--- src/design/heu_pkg.sv ---
`timescale 1ns / 1ps
// Package for the HTML entity unescaper: controller states, command and
// status words, entity prefix codes and the prefix tables. No dependencies.
package heu_pkg;

  // Prefix codes: which part of an entity is held
  localparam logic [3:0] PS_NONE = 4'd0;
  localparam logic [3:0] PS_OPEN = 4'd1;   // "&"
  localparam logic [3:0] PS_L    = 4'd2;   // "&l"
  localparam logic [3:0] PS_LT   = 4'd3;   // "&lt"
  localparam logic [3:0] PS_G    = 4'd4;   // "&g"
  localparam logic [3:0] PS_GT   = 4'd5;   // "&gt"
  localparam logic [3:0] PS_Q    = 4'd6;   // "&q"
  localparam logic [3:0] PS_QU   = 4'd7;   // "&qu"
  localparam logic [3:0] PS_QUO  = 4'd8;   // "&quo"
  localparam logic [3:0] PS_QUOT = 4'd9;   // "&quot"
  localparam logic [3:0] PS_A    = 4'd10;  // "&a"
  localparam logic [3:0] PS_AM   = 4'd11;  // "&am"
  localparam logic [3:0] PS_AMP  = 4'd12;  // "&amp"

  // Characters
  localparam logic [7:0] CH_AMP  = 8'h26;
  localparam logic [7:0] CH_LT   = 8'h3C;
  localparam logic [7:0] CH_GT   = 8'h3E;
  localparam logic [7:0] CH_QUOT = 8'h22;
  localparam logic [7:0] CH_SEMI = 8'h3B;
  localparam logic [7:0] CH_L    = 8'h6C;
  localparam logic [7:0] CH_G    = 8'h67;
  localparam logic [7:0] CH_Q    = 8'h71;
  localparam logic [7:0] CH_A    = 8'h61;
  localparam logic [7:0] CH_T    = 8'h74;
  localparam logic [7:0] CH_U    = 8'h75;
  localparam logic [7:0] CH_O    = 8'h6F;
  localparam logic [7:0] CH_M    = 8'h6D;
  localparam logic [7:0] CH_P    = 8'h70;

  typedef enum logic [1:0] {
    CS_IDLE,
    CS_HELD1,
    CS_CHAR,
    CS_HELD2
  } ctl_state_t;

  typedef enum logic [1:0] {
    SRC_DIRECT,
    SRC_HELD1,
    SRC_CHAR,
    SRC_HELD2
  } emit_src_t;

  typedef struct packed {
    logic      in_ready;
    logic      load;
    logic      emit;
    emit_src_t src;
    logic      idx_step;
    logic      idx_clr;
  } heu_cmd_t;

  typedef struct packed {
    logic slot_free;
    logic simple;
    logic direct_has_x;
    logic len1_zero;
    logic end1;
    logic has_x;
    logic len2_zero;
    logic end2;
    logic prefix_zero;
  } heu_status_t;

  // Number of bytes held by a prefix code
  function automatic logic [2:0] held_len(input logic [3:0] code);
    case (code)
      PS_OPEN:                     held_len = 3'd1;
      PS_L, PS_G, PS_Q, PS_A:      held_len = 3'd2;
      PS_LT, PS_GT, PS_QU, PS_AM:  held_len = 3'd3;
      PS_QUO, PS_AMP:              held_len = 3'd4;
      PS_QUOT:                     held_len = 3'd5;
      default:                     held_len = 3'd0;
    endcase
  endfunction

  // Held text, first byte in the low bits
  function automatic logic [39:0] held_text(input logic [3:0] code);
    case (code)
      PS_OPEN:        held_text = {32'h0, CH_AMP};
      PS_L, PS_LT:    held_text = {16'h0, CH_T, CH_L, CH_AMP};
      PS_G, PS_GT:    held_text = {16'h0, CH_T, CH_G, CH_AMP};
      PS_Q, PS_QU, PS_QUO, PS_QUOT:
                      held_text = {CH_T, CH_O, CH_U, CH_Q, CH_AMP};
      PS_A, PS_AM, PS_AMP:
                      held_text = {8'h0, CH_P, CH_M, CH_A, CH_AMP};
      default:        held_text = '0;
    endcase
  endfunction

  // Byte that continues a prefix (codes past the opening '&')
  function automatic logic [7:0] prefix_expect(input logic [3:0] code);
    case (code)
      PS_L, PS_G, PS_QUO: prefix_expect = CH_T;
      PS_Q:               prefix_expect = CH_U;
      PS_QU:              prefix_expect = CH_O;
      PS_A:               prefix_expect = CH_M;
      PS_AM:              prefix_expect = CH_P;
      PS_LT, PS_GT, PS_QUOT, PS_AMP:
                          prefix_expect = CH_SEMI;
      default:            prefix_expect = 8'h00;
    endcase
  endfunction

  // Code after a continuing byte; none once the entity completes
  function automatic logic [3:0] prefix_next(input logic [3:0] code);
    case (code)
      PS_L:    prefix_next = PS_LT;
      PS_G:    prefix_next = PS_GT;
      PS_Q:    prefix_next = PS_QU;
      PS_QU:   prefix_next = PS_QUO;
      PS_QUO:  prefix_next = PS_QUOT;
      PS_A:    prefix_next = PS_AM;
      PS_AM:   prefix_next = PS_AMP;
      default: prefix_next = PS_NONE;
    endcase
  endfunction

  // Character that a completed entity stands for
  function automatic logic [7:0] prefix_emit(input logic [3:0] code);
    case (code)
      PS_LT:   prefix_emit = CH_LT;
      PS_GT:   prefix_emit = CH_GT;
      PS_QUOT: prefix_emit = CH_QUOT;
      PS_AMP:  prefix_emit = CH_AMP;
      default: prefix_emit = 8'h00;
    endcase
  endfunction

endpackage

--- src/design/heu_if.sv ---
`timescale 1ns / 1ps
// Stream interfaces of the HTML entity unescaper: input and output channels
// with valid/ready handshake. No dependencies.
interface heu_in_if;
  logic       valid;
  logic       ready;
  logic [7:0] in_byte;
  logic       in_last;

  modport source (output valid, output in_byte, output in_last, input ready);
  modport sink (input valid, input in_byte, input in_last, output ready);
endinterface

interface heu_out_if;
  logic       valid;
  logic       ready;
  logic [7:0] out_byte;
  logic       out_last;

  modport source (output valid, output out_byte, output out_last, input ready);
  modport sink (input valid, input out_byte, input out_last, output ready);
endinterface

--- src/design/heu_datapath.sv ---
`timescale 1ns / 1ps
// Datapath of the HTML entity unescaper: prefix state, per-word emission
// plan, held-byte index and output register. Depends on heu_pkg.
module heu_datapath (
  input  logic                 clk,
  input  logic                 rst,
  input  logic [7:0]           in_byte,
  input  logic                 in_last,
  input  heu_pkg::heu_cmd_t    cmd,
  output heu_pkg::heu_status_t st,
  output logic                 out_valid,
  input  logic                 out_ready,
  output logic [7:0]           out_byte,
  output logic                 out_last
);
  import heu_pkg::*;

  logic [3:0] prefix;
  logic [3:0] plan_fs1;
  logic [3:0] plan_fs2;
  logic       plan_has_x;
  logic [7:0] plan_x;
  logic       plan_last;
  logic [2:0] idx;

  logic [3:0] s_eff;
  logic       matched;
  logic [3:0] ns;
  logic [3:0] live_fs1;
  logic [3:0] live_fs2;
  logic       live_has_x;
  logic [7:0] live_x;
  logic [3:0] prefix_next_val;
  logic [2:0] len1;
  logic [2:0] len2;
  logic [2:0] idx_inc;
  logic [39:0] text1;
  logic [39:0] text2;
  logic [7:0] emit_byte;
  logic       emit_last;

  // Work out what the incoming word causes
  always_comb begin
    s_eff      = (prefix > PS_AMP) ? PS_NONE : prefix;
    matched    = 1'b0;
    ns         = PS_NONE;
    live_fs1   = PS_NONE;
    live_has_x = 1'b0;
    live_x     = in_byte;
    if (s_eff == PS_OPEN) begin
      matched = 1'b1;
      case (in_byte)
        CH_L:    ns = PS_L;
        CH_G:    ns = PS_G;
        CH_Q:    ns = PS_Q;
        CH_A:    ns = PS_A;
        default: matched = 1'b0;
      endcase
    end else if (s_eff != PS_NONE && in_byte == prefix_expect(s_eff)) begin
      matched = 1'b1;
      ns      = prefix_next(s_eff);
      if (ns == PS_NONE) begin
        live_has_x = 1'b1;
        live_x     = prefix_emit(s_eff);
      end
    end
    if (!matched) begin
      live_fs1 = s_eff;
      if (in_byte == CH_AMP) begin
        ns = PS_OPEN;
      end else begin
        live_has_x = 1'b1;
        ns         = PS_NONE;
      end
    end
    live_fs2        = in_last ? ns : PS_NONE;
    prefix_next_val = in_last ? PS_NONE : ns;
  end

  // Load the plan and advance the prefix state on an accepted word
  always_ff @(posedge clk) begin
    if (rst) begin
      prefix <= PS_NONE;
    end else if (cmd.load) begin
      prefix <= prefix_next_val;
    end
  end

  always_ff @(posedge clk) begin
    if (cmd.load) begin
      plan_fs1   <= live_fs1;
      plan_fs2   <= live_fs2;
      plan_has_x <= live_has_x;
      plan_x     <= live_x;
      plan_last  <= in_last;
    end
  end

  // Step through the held bytes
  assign idx_inc = idx + 3'd1;

  always_ff @(posedge clk) begin
    if (rst) begin
      idx <= '0;
    end else if (cmd.idx_clr || cmd.load) begin
      idx <= '0;
    end else if (cmd.idx_step) begin
      idx <= idx_inc;
    end
  end

  assign len1  = held_len(plan_fs1);
  assign len2  = held_len(plan_fs2);
  assign text1 = held_text(plan_fs1);
  assign text2 = held_text(plan_fs2);

  // Select the byte to emit and whether it closes the string
  always_comb begin
    case (cmd.src)
      SRC_DIRECT: begin
        emit_byte = live_x;
        emit_last = in_last;
      end
      SRC_HELD1: begin
        emit_byte = text1[{idx, 3'b000} +: 8];
        emit_last = plan_last && !plan_has_x && (len2 == 3'd0) && (idx_inc == len1);
      end
      SRC_CHAR: begin
        emit_byte = plan_x;
        emit_last = plan_last && (len2 == 3'd0);
      end
      SRC_HELD2: begin
        emit_byte = text2[{idx, 3'b000} +: 8];
        emit_last = plan_last && (idx_inc == len2);
      end
      default: begin
        emit_byte = live_x;
        emit_last = 1'b0;
      end
    endcase
  end

  // Output register
  always_ff @(posedge clk) begin
    if (rst) begin
      out_valid <= 1'b0;
    end else if (cmd.emit) begin
      out_valid <= 1'b1;
    end else if (out_ready) begin
      out_valid <= 1'b0;
    end
  end

  always_ff @(posedge clk) begin
    if (cmd.emit) begin
      out_byte <= emit_byte;
      out_last <= emit_last;
    end
  end

  // Status back to the controller
  always_comb begin
    st.slot_free    = !out_valid || out_ready;
    st.simple       = (held_len(live_fs1) == 3'd0) && (held_len(live_fs2) == 3'd0);
    st.direct_has_x = live_has_x;
    st.len1_zero    = (len1 == 3'd0);
    st.end1         = (idx_inc == len1);
    st.has_x        = plan_has_x;
    st.len2_zero    = (len2 == 3'd0);
    st.end2         = (idx_inc == len2);
    st.prefix_zero  = (prefix == PS_NONE);
  end

endmodule

--- src/design/heu_ctrl.sv ---
`timescale 1ns / 1ps
// Controller of the HTML entity unescaper: sequences the flush of a held
// prefix, the single character and the closing flush. Depends on heu_pkg.
module heu_ctrl (
  input  logic                 clk,
  input  logic                 rst,
  input  logic                 in_valid,
  input  heu_pkg::heu_status_t st,
  output heu_pkg::heu_cmd_t    cmd
);
  import heu_pkg::*;

  ctl_state_t state;
  ctl_state_t state_next;

  always_ff @(posedge clk) begin
    if (rst) begin
      state <= CS_IDLE;
    end else begin
      state <= state_next;
    end
  end

  // Next state
  always_comb begin
    state_next = state;
    case (state)
      CS_IDLE: begin
        if (in_valid && st.slot_free && !st.simple) begin
          state_next = CS_HELD1;
        end
      end
      CS_HELD1: begin
        if (st.len1_zero || (st.slot_free && st.end1)) begin
          state_next = CS_CHAR;
        end
      end
      CS_CHAR: begin
        if (!st.has_x || st.slot_free) begin
          state_next = CS_HELD2;
        end
      end
      CS_HELD2: begin
        if (st.len2_zero || (st.slot_free && st.end2)) begin
          state_next = CS_IDLE;
        end
      end
      default: state_next = CS_IDLE;
    endcase
  end

  // Commands
  always_comb begin
    cmd          = '0;
    cmd.src      = SRC_DIRECT;
    case (state)
      CS_IDLE: begin
        cmd.in_ready = st.slot_free;
        cmd.load     = in_valid && st.slot_free;
        cmd.emit     = in_valid && st.slot_free && st.simple && st.direct_has_x;
      end
      CS_HELD1: begin
        cmd.src = SRC_HELD1;
        if (!st.len1_zero && st.slot_free) begin
          cmd.emit     = 1'b1;
          cmd.idx_step = 1'b1;
          cmd.idx_clr  = st.end1;
        end
      end
      CS_CHAR: begin
        cmd.src  = SRC_CHAR;
        cmd.emit = st.has_x && st.slot_free;
      end
      CS_HELD2: begin
        cmd.src = SRC_HELD2;
        if (!st.len2_zero && st.slot_free) begin
          cmd.emit     = 1'b1;
          cmd.idx_step = 1'b1;
          cmd.idx_clr  = st.end2;
        end
      end
      default: cmd = '0;
    endcase
  end

endmodule

--- src/design/html_entity_unescaper.sv ---
`timescale 1ns / 1ps
// HTML entity unescaper, top level. Replaces &lt; &gt; &quot; &amp; in a
// byte stream by < > " &.
//
// Channels: in_ch carries in_byte and in_last (final byte of a string);
// out_ch carries out_byte and out_last (final byte of the result string).
// A word moves when valid and ready are both high at a rising edge of clk.
// A word that needs no flush puts its result in the output
// register at the edge that takes it; such words move at one per cycle
// while the receiver keeps taking results. A word that breaks a held
// prefix, or the last word of a string that leaves a prefix held, then
// occupies the controller, with in_ch.ready low, while it flushes the held
// bytes (CS_HELD1), emits the character (CS_CHAR) and flushes the prefix
// that the string end leaves (CS_HELD2).
// The single output register sets the rate: a new word is taken in the
// same cycle the waiting result is taken. A stalled receiver holds the
// output register and, through it, stops input.
// Reset (rst, synchronous, active high) clears the held prefix, the
// controller and the output valid flag.
// Depends on heu_pkg, heu_if, heu_ctrl and heu_datapath.
module html_entity_unescaper (
  input logic       clk,
  input logic       rst,
  heu_in_if.sink    in_ch,
  heu_out_if.source out_ch
);
  import heu_pkg::*;

  heu_cmd_t    cmd;
  heu_status_t st;

  heu_ctrl u_ctrl (
    .clk      (clk),
    .rst      (rst),
    .in_valid (in_ch.valid),
    .st       (st),
    .cmd      (cmd)
  );

  heu_datapath u_datapath (
    .clk       (clk),
    .rst       (rst),
    .in_byte   (in_ch.in_byte),
    .in_last   (in_ch.in_last),
    .cmd       (cmd),
    .st        (st),
    .out_valid (out_ch.valid),
    .out_ready (out_ch.ready),
    .out_byte  (out_ch.out_byte),
    .out_last  (out_ch.out_last)
  );

  assign in_ch.ready = cmd.in_ready;

  // Never overwrite a result that has not been taken
  a_emit_free: assert property (@(posedge clk) disable iff (rst)
    cmd.emit |-> st.slot_free)
    else $error("emit into an occupied output register");

  // A string end leaves no prefix held
  a_last_clears: assert property (@(posedge clk) disable iff (rst)
    (in_ch.valid && in_ch.ready && in_ch.in_last) |=> st.prefix_zero)
    else $error("prefix held after the last word");

  // A last word that needs no flush always yields a result marked last before the next word
  a_last_out: assert property (@(posedge clk) disable iff (rst)
    (in_ch.valid && in_ch.ready && in_ch.in_last && st.simple) |=>
      (out_ch.valid && out_ch.out_last))
    else $error("last word gave no closing result");

endmodule
--- src/flat_wrapper.sv ---
// flat-port wrapper written by rule: the top's interface ports become plain ports
module html_entity_unescaper_flat import heu_pkg::*;
  (clk, rst, in_ch_valid, in_ch_in_byte, in_ch_in_last, in_ch_ready, out_ch_valid, out_ch_out_byte, out_ch_out_last, out_ch_ready);
  heu_in_if in_ch_i ();
  heu_out_if out_ch_i ();
  input logic clk;
  input logic rst;
  input wire logic [$bits(in_ch_i.valid)-1:0] in_ch_valid;
  input wire logic [$bits(in_ch_i.in_byte)-1:0] in_ch_in_byte;
  input wire logic [$bits(in_ch_i.in_last)-1:0] in_ch_in_last;
  output wire logic [$bits(in_ch_i.ready)-1:0] in_ch_ready;
  output wire logic [$bits(out_ch_i.valid)-1:0] out_ch_valid;
  output wire logic [$bits(out_ch_i.out_byte)-1:0] out_ch_out_byte;
  output wire logic [$bits(out_ch_i.out_last)-1:0] out_ch_out_last;
  input wire logic [$bits(out_ch_i.ready)-1:0] out_ch_ready;
  assign in_ch_i.valid = in_ch_valid;
  assign in_ch_i.in_byte = in_ch_in_byte;
  assign in_ch_i.in_last = in_ch_in_last;
  assign in_ch_ready = in_ch_i.ready;
  assign out_ch_valid = out_ch_i.valid;
  assign out_ch_out_byte = out_ch_i.out_byte;
  assign out_ch_out_last = out_ch_i.out_last;
  assign out_ch_i.ready = out_ch_ready;
  html_entity_unescaper u_core (.clk(clk), .rst(rst), .in_ch(in_ch_i), .out_ch(out_ch_i));
endmodule
--- config.mk ---
export PLATFORM = sky130hd
export DESIGN_NAME = html_entity_unescaper_flat
export DESIGN_NICKNAME = d
export VERILOG_FILES = /design/src/design/heu_pkg.sv /design/src/design/heu_if.sv /design/src/design/heu_datapath.sv /design/src/design/heu_ctrl.sv /design/src/design/html_entity_unescaper.sv /design/src/flat_wrapper.sv
export SDC_FILE = /design/constraint.sdc
export NUM_CORES = 1
export LEC_CHECK = 0
export BUFFER_PORTS_ARGS = -buffer_cell sky130_fd_sc_hd__clkbuf_2
export CAP_MARGIN = 40
export CORE_AREA = 2 2 96 98
export CTS_CLUSTER_DIAMETER = 200
export DETAILED_ROUTE_END_ITERATION = 16
export DIE_AREA = 0 0 98 100
export PLACE_DENSITY = 0.67
export SYNTH_ARGS = -nofsm -noshare
export SYNTH_HDL_FRONTEND = slang
export SYNTH_HIERARCHICAL = 1
export SYNTH_SLANG_ARGS = --single-unit
--- constraint.sdc ---
create_clock -name clk -period 3.91 [get_ports clk]
set_input_delay 0 -clock clk [delete_from_list [all_inputs] [get_ports clk]]
set_output_delay 0 -clock clk [all_outputs]
set_load 0.05 [all_outputs]
==> results.yml <==
timing:
  worst_pin_slew_ns: 0.684
  slew_headroom_pct: 54.3
  tns_ns: 0
  fin_skew_ns: 0.0188
  hold_viol: 0
  rsz0062_at_grt: "false"
  period_share_pct: 92.1
  maxSlewViolCount: 0
  finalSetupViolCount: 0
  min_period_ns: 3.60
  max_clock_freq_mhz: 278
run_status:
  outcome: "completed"
logic_synthesis:
  synth-edff-count: 27
  yosysWarnings: 6
  synthArstFlopShare_pct: 0
  netlist_area_um2: 4140
  synth-seq-cells: 63
  syn_avg_cell_area_um2: 9.03
  synth_ff_type: "dfxtp_1"
  synth_cell_types: 79
  synthCells: 458
  ys_seq_area_share_pct: 37.0
  syn-num-nets: 490
detailed_routing:
  drt_iter0_drc: 290
  drc: 0
  wl_per_cell_um: 16.9
  vias: 3500
  post_drt_via_cell_ratio: 5.90
  wl_um: 10000
  drt_pre_antenna_iters: 5
  detail-route-antenna-nets: 0
place:
  hpwl_um: 7540
  port_buffers: 23
  gp_congestion: 0.950
  dp_cells: 575
power:
  p_per_area_nw_per_um2: 500
  ir_worst_vdd_uv: 201
  p_total_mw: 2.28
  static-leakage-power_nw: 1.85
global_route:
  grt_max_degree: 36
  grt_pass1_vias: 3229
  grt_pass1_wl_um: 16200
  grt.overflow.total: 0
  antenna_found_initial: 0
  grt_use_total_pct: 20.8
die:
  rows: 35
  die_h_um: 100
  pin_count: 24
  start_util_pct: 46.5
  core-area_um2: 8890
  die_w_um: 98
  die_area_um2: 9800
finish:
  final_cell_mix: "nor2_1, dfxtp_1, nand2_1, edfxtp_1, a21oi_1"
  fin_cells: 593
  antenna_cells: 0
  final_common_cell: "nor2_1"
  syn_to_final_growth_pct: 10.3
  final_layout_size_suffix_gt1_share_pct: 18.3
  finalNetCount: 509
clock_network:
  cts_root_buf: "clkbuf_8"
  cts_tree: "done"
  cts.path.max_buffers: 2
  h-tree-depth: 3
  clk_latency_ns: 0.35
  cts.sinks: 63
  cts_buffers: 9
  clk_pin_slew_ns: 0.07
worst_setup_path:
  path_max_fanout: 10
  startpoint_type: "flip-flop"
  worstSetupStartpoint: "u_core/u_datapath/prefix[2]"
  worst_r2r_startpoint: "u_core/u_datapath/prefix[2]"
  worst-setup-path-type: "reg2reg"
  cp-end-kind: "flip-flop"
  cp.arrival_ns: 3.65
  crit_required_ns: 3.96
  rrSetupSlack_ns: 0.31
job:
  drv_cap: 0
worst_hold_path:
  min-delay-start: "in_ch_in_last"
  hp-class: "in2reg"
==> Yosys cell counts (all sizes together) (3+ instances only) <==
library cell | instances | share of area, %
buf | 14 | 2.0
inv | 21 | 1.9
nand2b | 8 | 1.2
a211oi | 4 | 0.73
and3 | 4 | 0.64
or3 | 7 | 1.1
nor2b | 14 | 2.1
o21a | 3 | 0.54
nand4b | 3 | 0.64
a41oi | 4 | 1.0
mux2i | 12 | 2.9
a21boi | 3 | 0.64
nor3b | 7 | 1.3
xnor2 | 8 | 1.7
o21ai | 27 | 3.3
mux2 | 8 | 2.3
a21oi | 28 | 3.6
a22oi | 3 | 0.54
nand3 | 6 | 0.73
a31oi | 7 | 1.1
o22ai | 4 | 0.60
dfxtp | 36 | 17
edfxtp | 27 | 20
nand4 | 7 | 1.4
and2 | 9 | 1.5
ha | 19 | 5.7
o211ai | 6 | 1.1
xor2 | 3 | 0.64
nor2 | 38 | 3.4
or2 | 3 | 0.45
a221o | 4 | 0.97
clkbuf | 14 | 1.3
nand2 | 38 | 3.4
a21o | 4 | 0.76
o211a | 3 | 0.73
nor3 | 18 | 2.6
==> kinds of logic after synthesis <==
group,synth area share [%]
compound gates,22.0
xor+xnor,2.33
fa+ha+maj,5.75
buf+inv,5.14
flops,37.0
mux,5.17
simple gates,22.6
==> per-stage QoR <==
step	cell area, µm²	utilization [%]	hold slack (ns)	worst slack [ns]
finish	4560	51.3	0.0306	0.310
global route	4560	51.3	0.0454	0.0133
CTS	4550	51.2	0.0124	0.127
detailed placement	4360	49.1	0.261	0.128
global placement	4360	49.1	0.257	0.342
floorplan	4160	-	0.0624	0.0134
==> flip-flops by register name (all words and copies together), names as in the netlist <==
signal,count
u_core/u_datapath/text1,10
u_core/u_datapath/text2,10
u_core/u_datapath/out_byte,8
u_core/u_datapath/plan_x,8
u_core/u_datapath/plan_fs1,4
u_core/u_datapath/plan_fs2,4
u_core/u_datapath/prefix,4
u_core/u_datapath/idx,3
u_core/u_datapath/len1,3
u_core/u_datapath/len2,3
u_core/u_ctrl/state,2
u_core/u_datapath/out_last,1
u_core/u_datapath/out_valid,1
u_core/u_datapath/plan_has_x,1
u_core/u_datapath/plan_last,1
==> layer usage <==
layer  track usage (%)  up-vias  wire length [µm]
li1                  -     1705                 -
met1              28.3     1653              4510
met2              33.7      126              4740
met3              4.39       16               593
met4              6.20        0               170
met5                 0        -                 0
==> final timing paths <==
check / to / cells past startpoint
min reg2reg: u_core/u_datapath/out_last / 1
min: u_core/u_datapath/plan_last / 1
max reg2reg: u_core/u_datapath/out_byte[6] / 15
max: u_core/u_datapath/out_byte[6] / 15
==> worst max-delay path, stage by stage, from the launching register on <==
cell	delay [ns]
dfxtp_1	0.33
nand2_4	0.10
nand2_2	0.10
inv_1	0.16
ha_2	0.28
nor2b_1	0.23
nor3_1	0.09
o31a_1	0.29
nor4_4	0.30
and3_4	0.28
o21ai_1	0.15
nand4b_1	0.25
a31oi_2	0.24
nand3_1	0.11
nand2_1	0.09
o311a_4	0.28
==> layout make-up <==
type | count | area (µm²)
clock inverters | 4 | 23.8
well taps | 111 | 139
multi-input cells | 346 | 2430
flip-flops and latches | 63 | 1530
clock buffers | 12 | 145
inverters | 21 | 78.8
fillers | 828 | 4330
repair buffers | 36 | 218
==> timing repair <==
action	in CTS	in global routing
hold buffers	2	0
resized for setup	0	4
endpoints found under the setup margin	0	12
endpoints found under the hold margin	4	0
setup buffers	0	0
==> where the power goes <==
group	total [mW]	switching (mW)	internal (mW)
Combinational	0.812	0.545	0.268
Sequential	0.983	0.0874	0.896
Clock	0.485	0.241	0.244
Total	2.28	0.873	1.41
No activity file was read; power rests on OpenSTA's default activity.
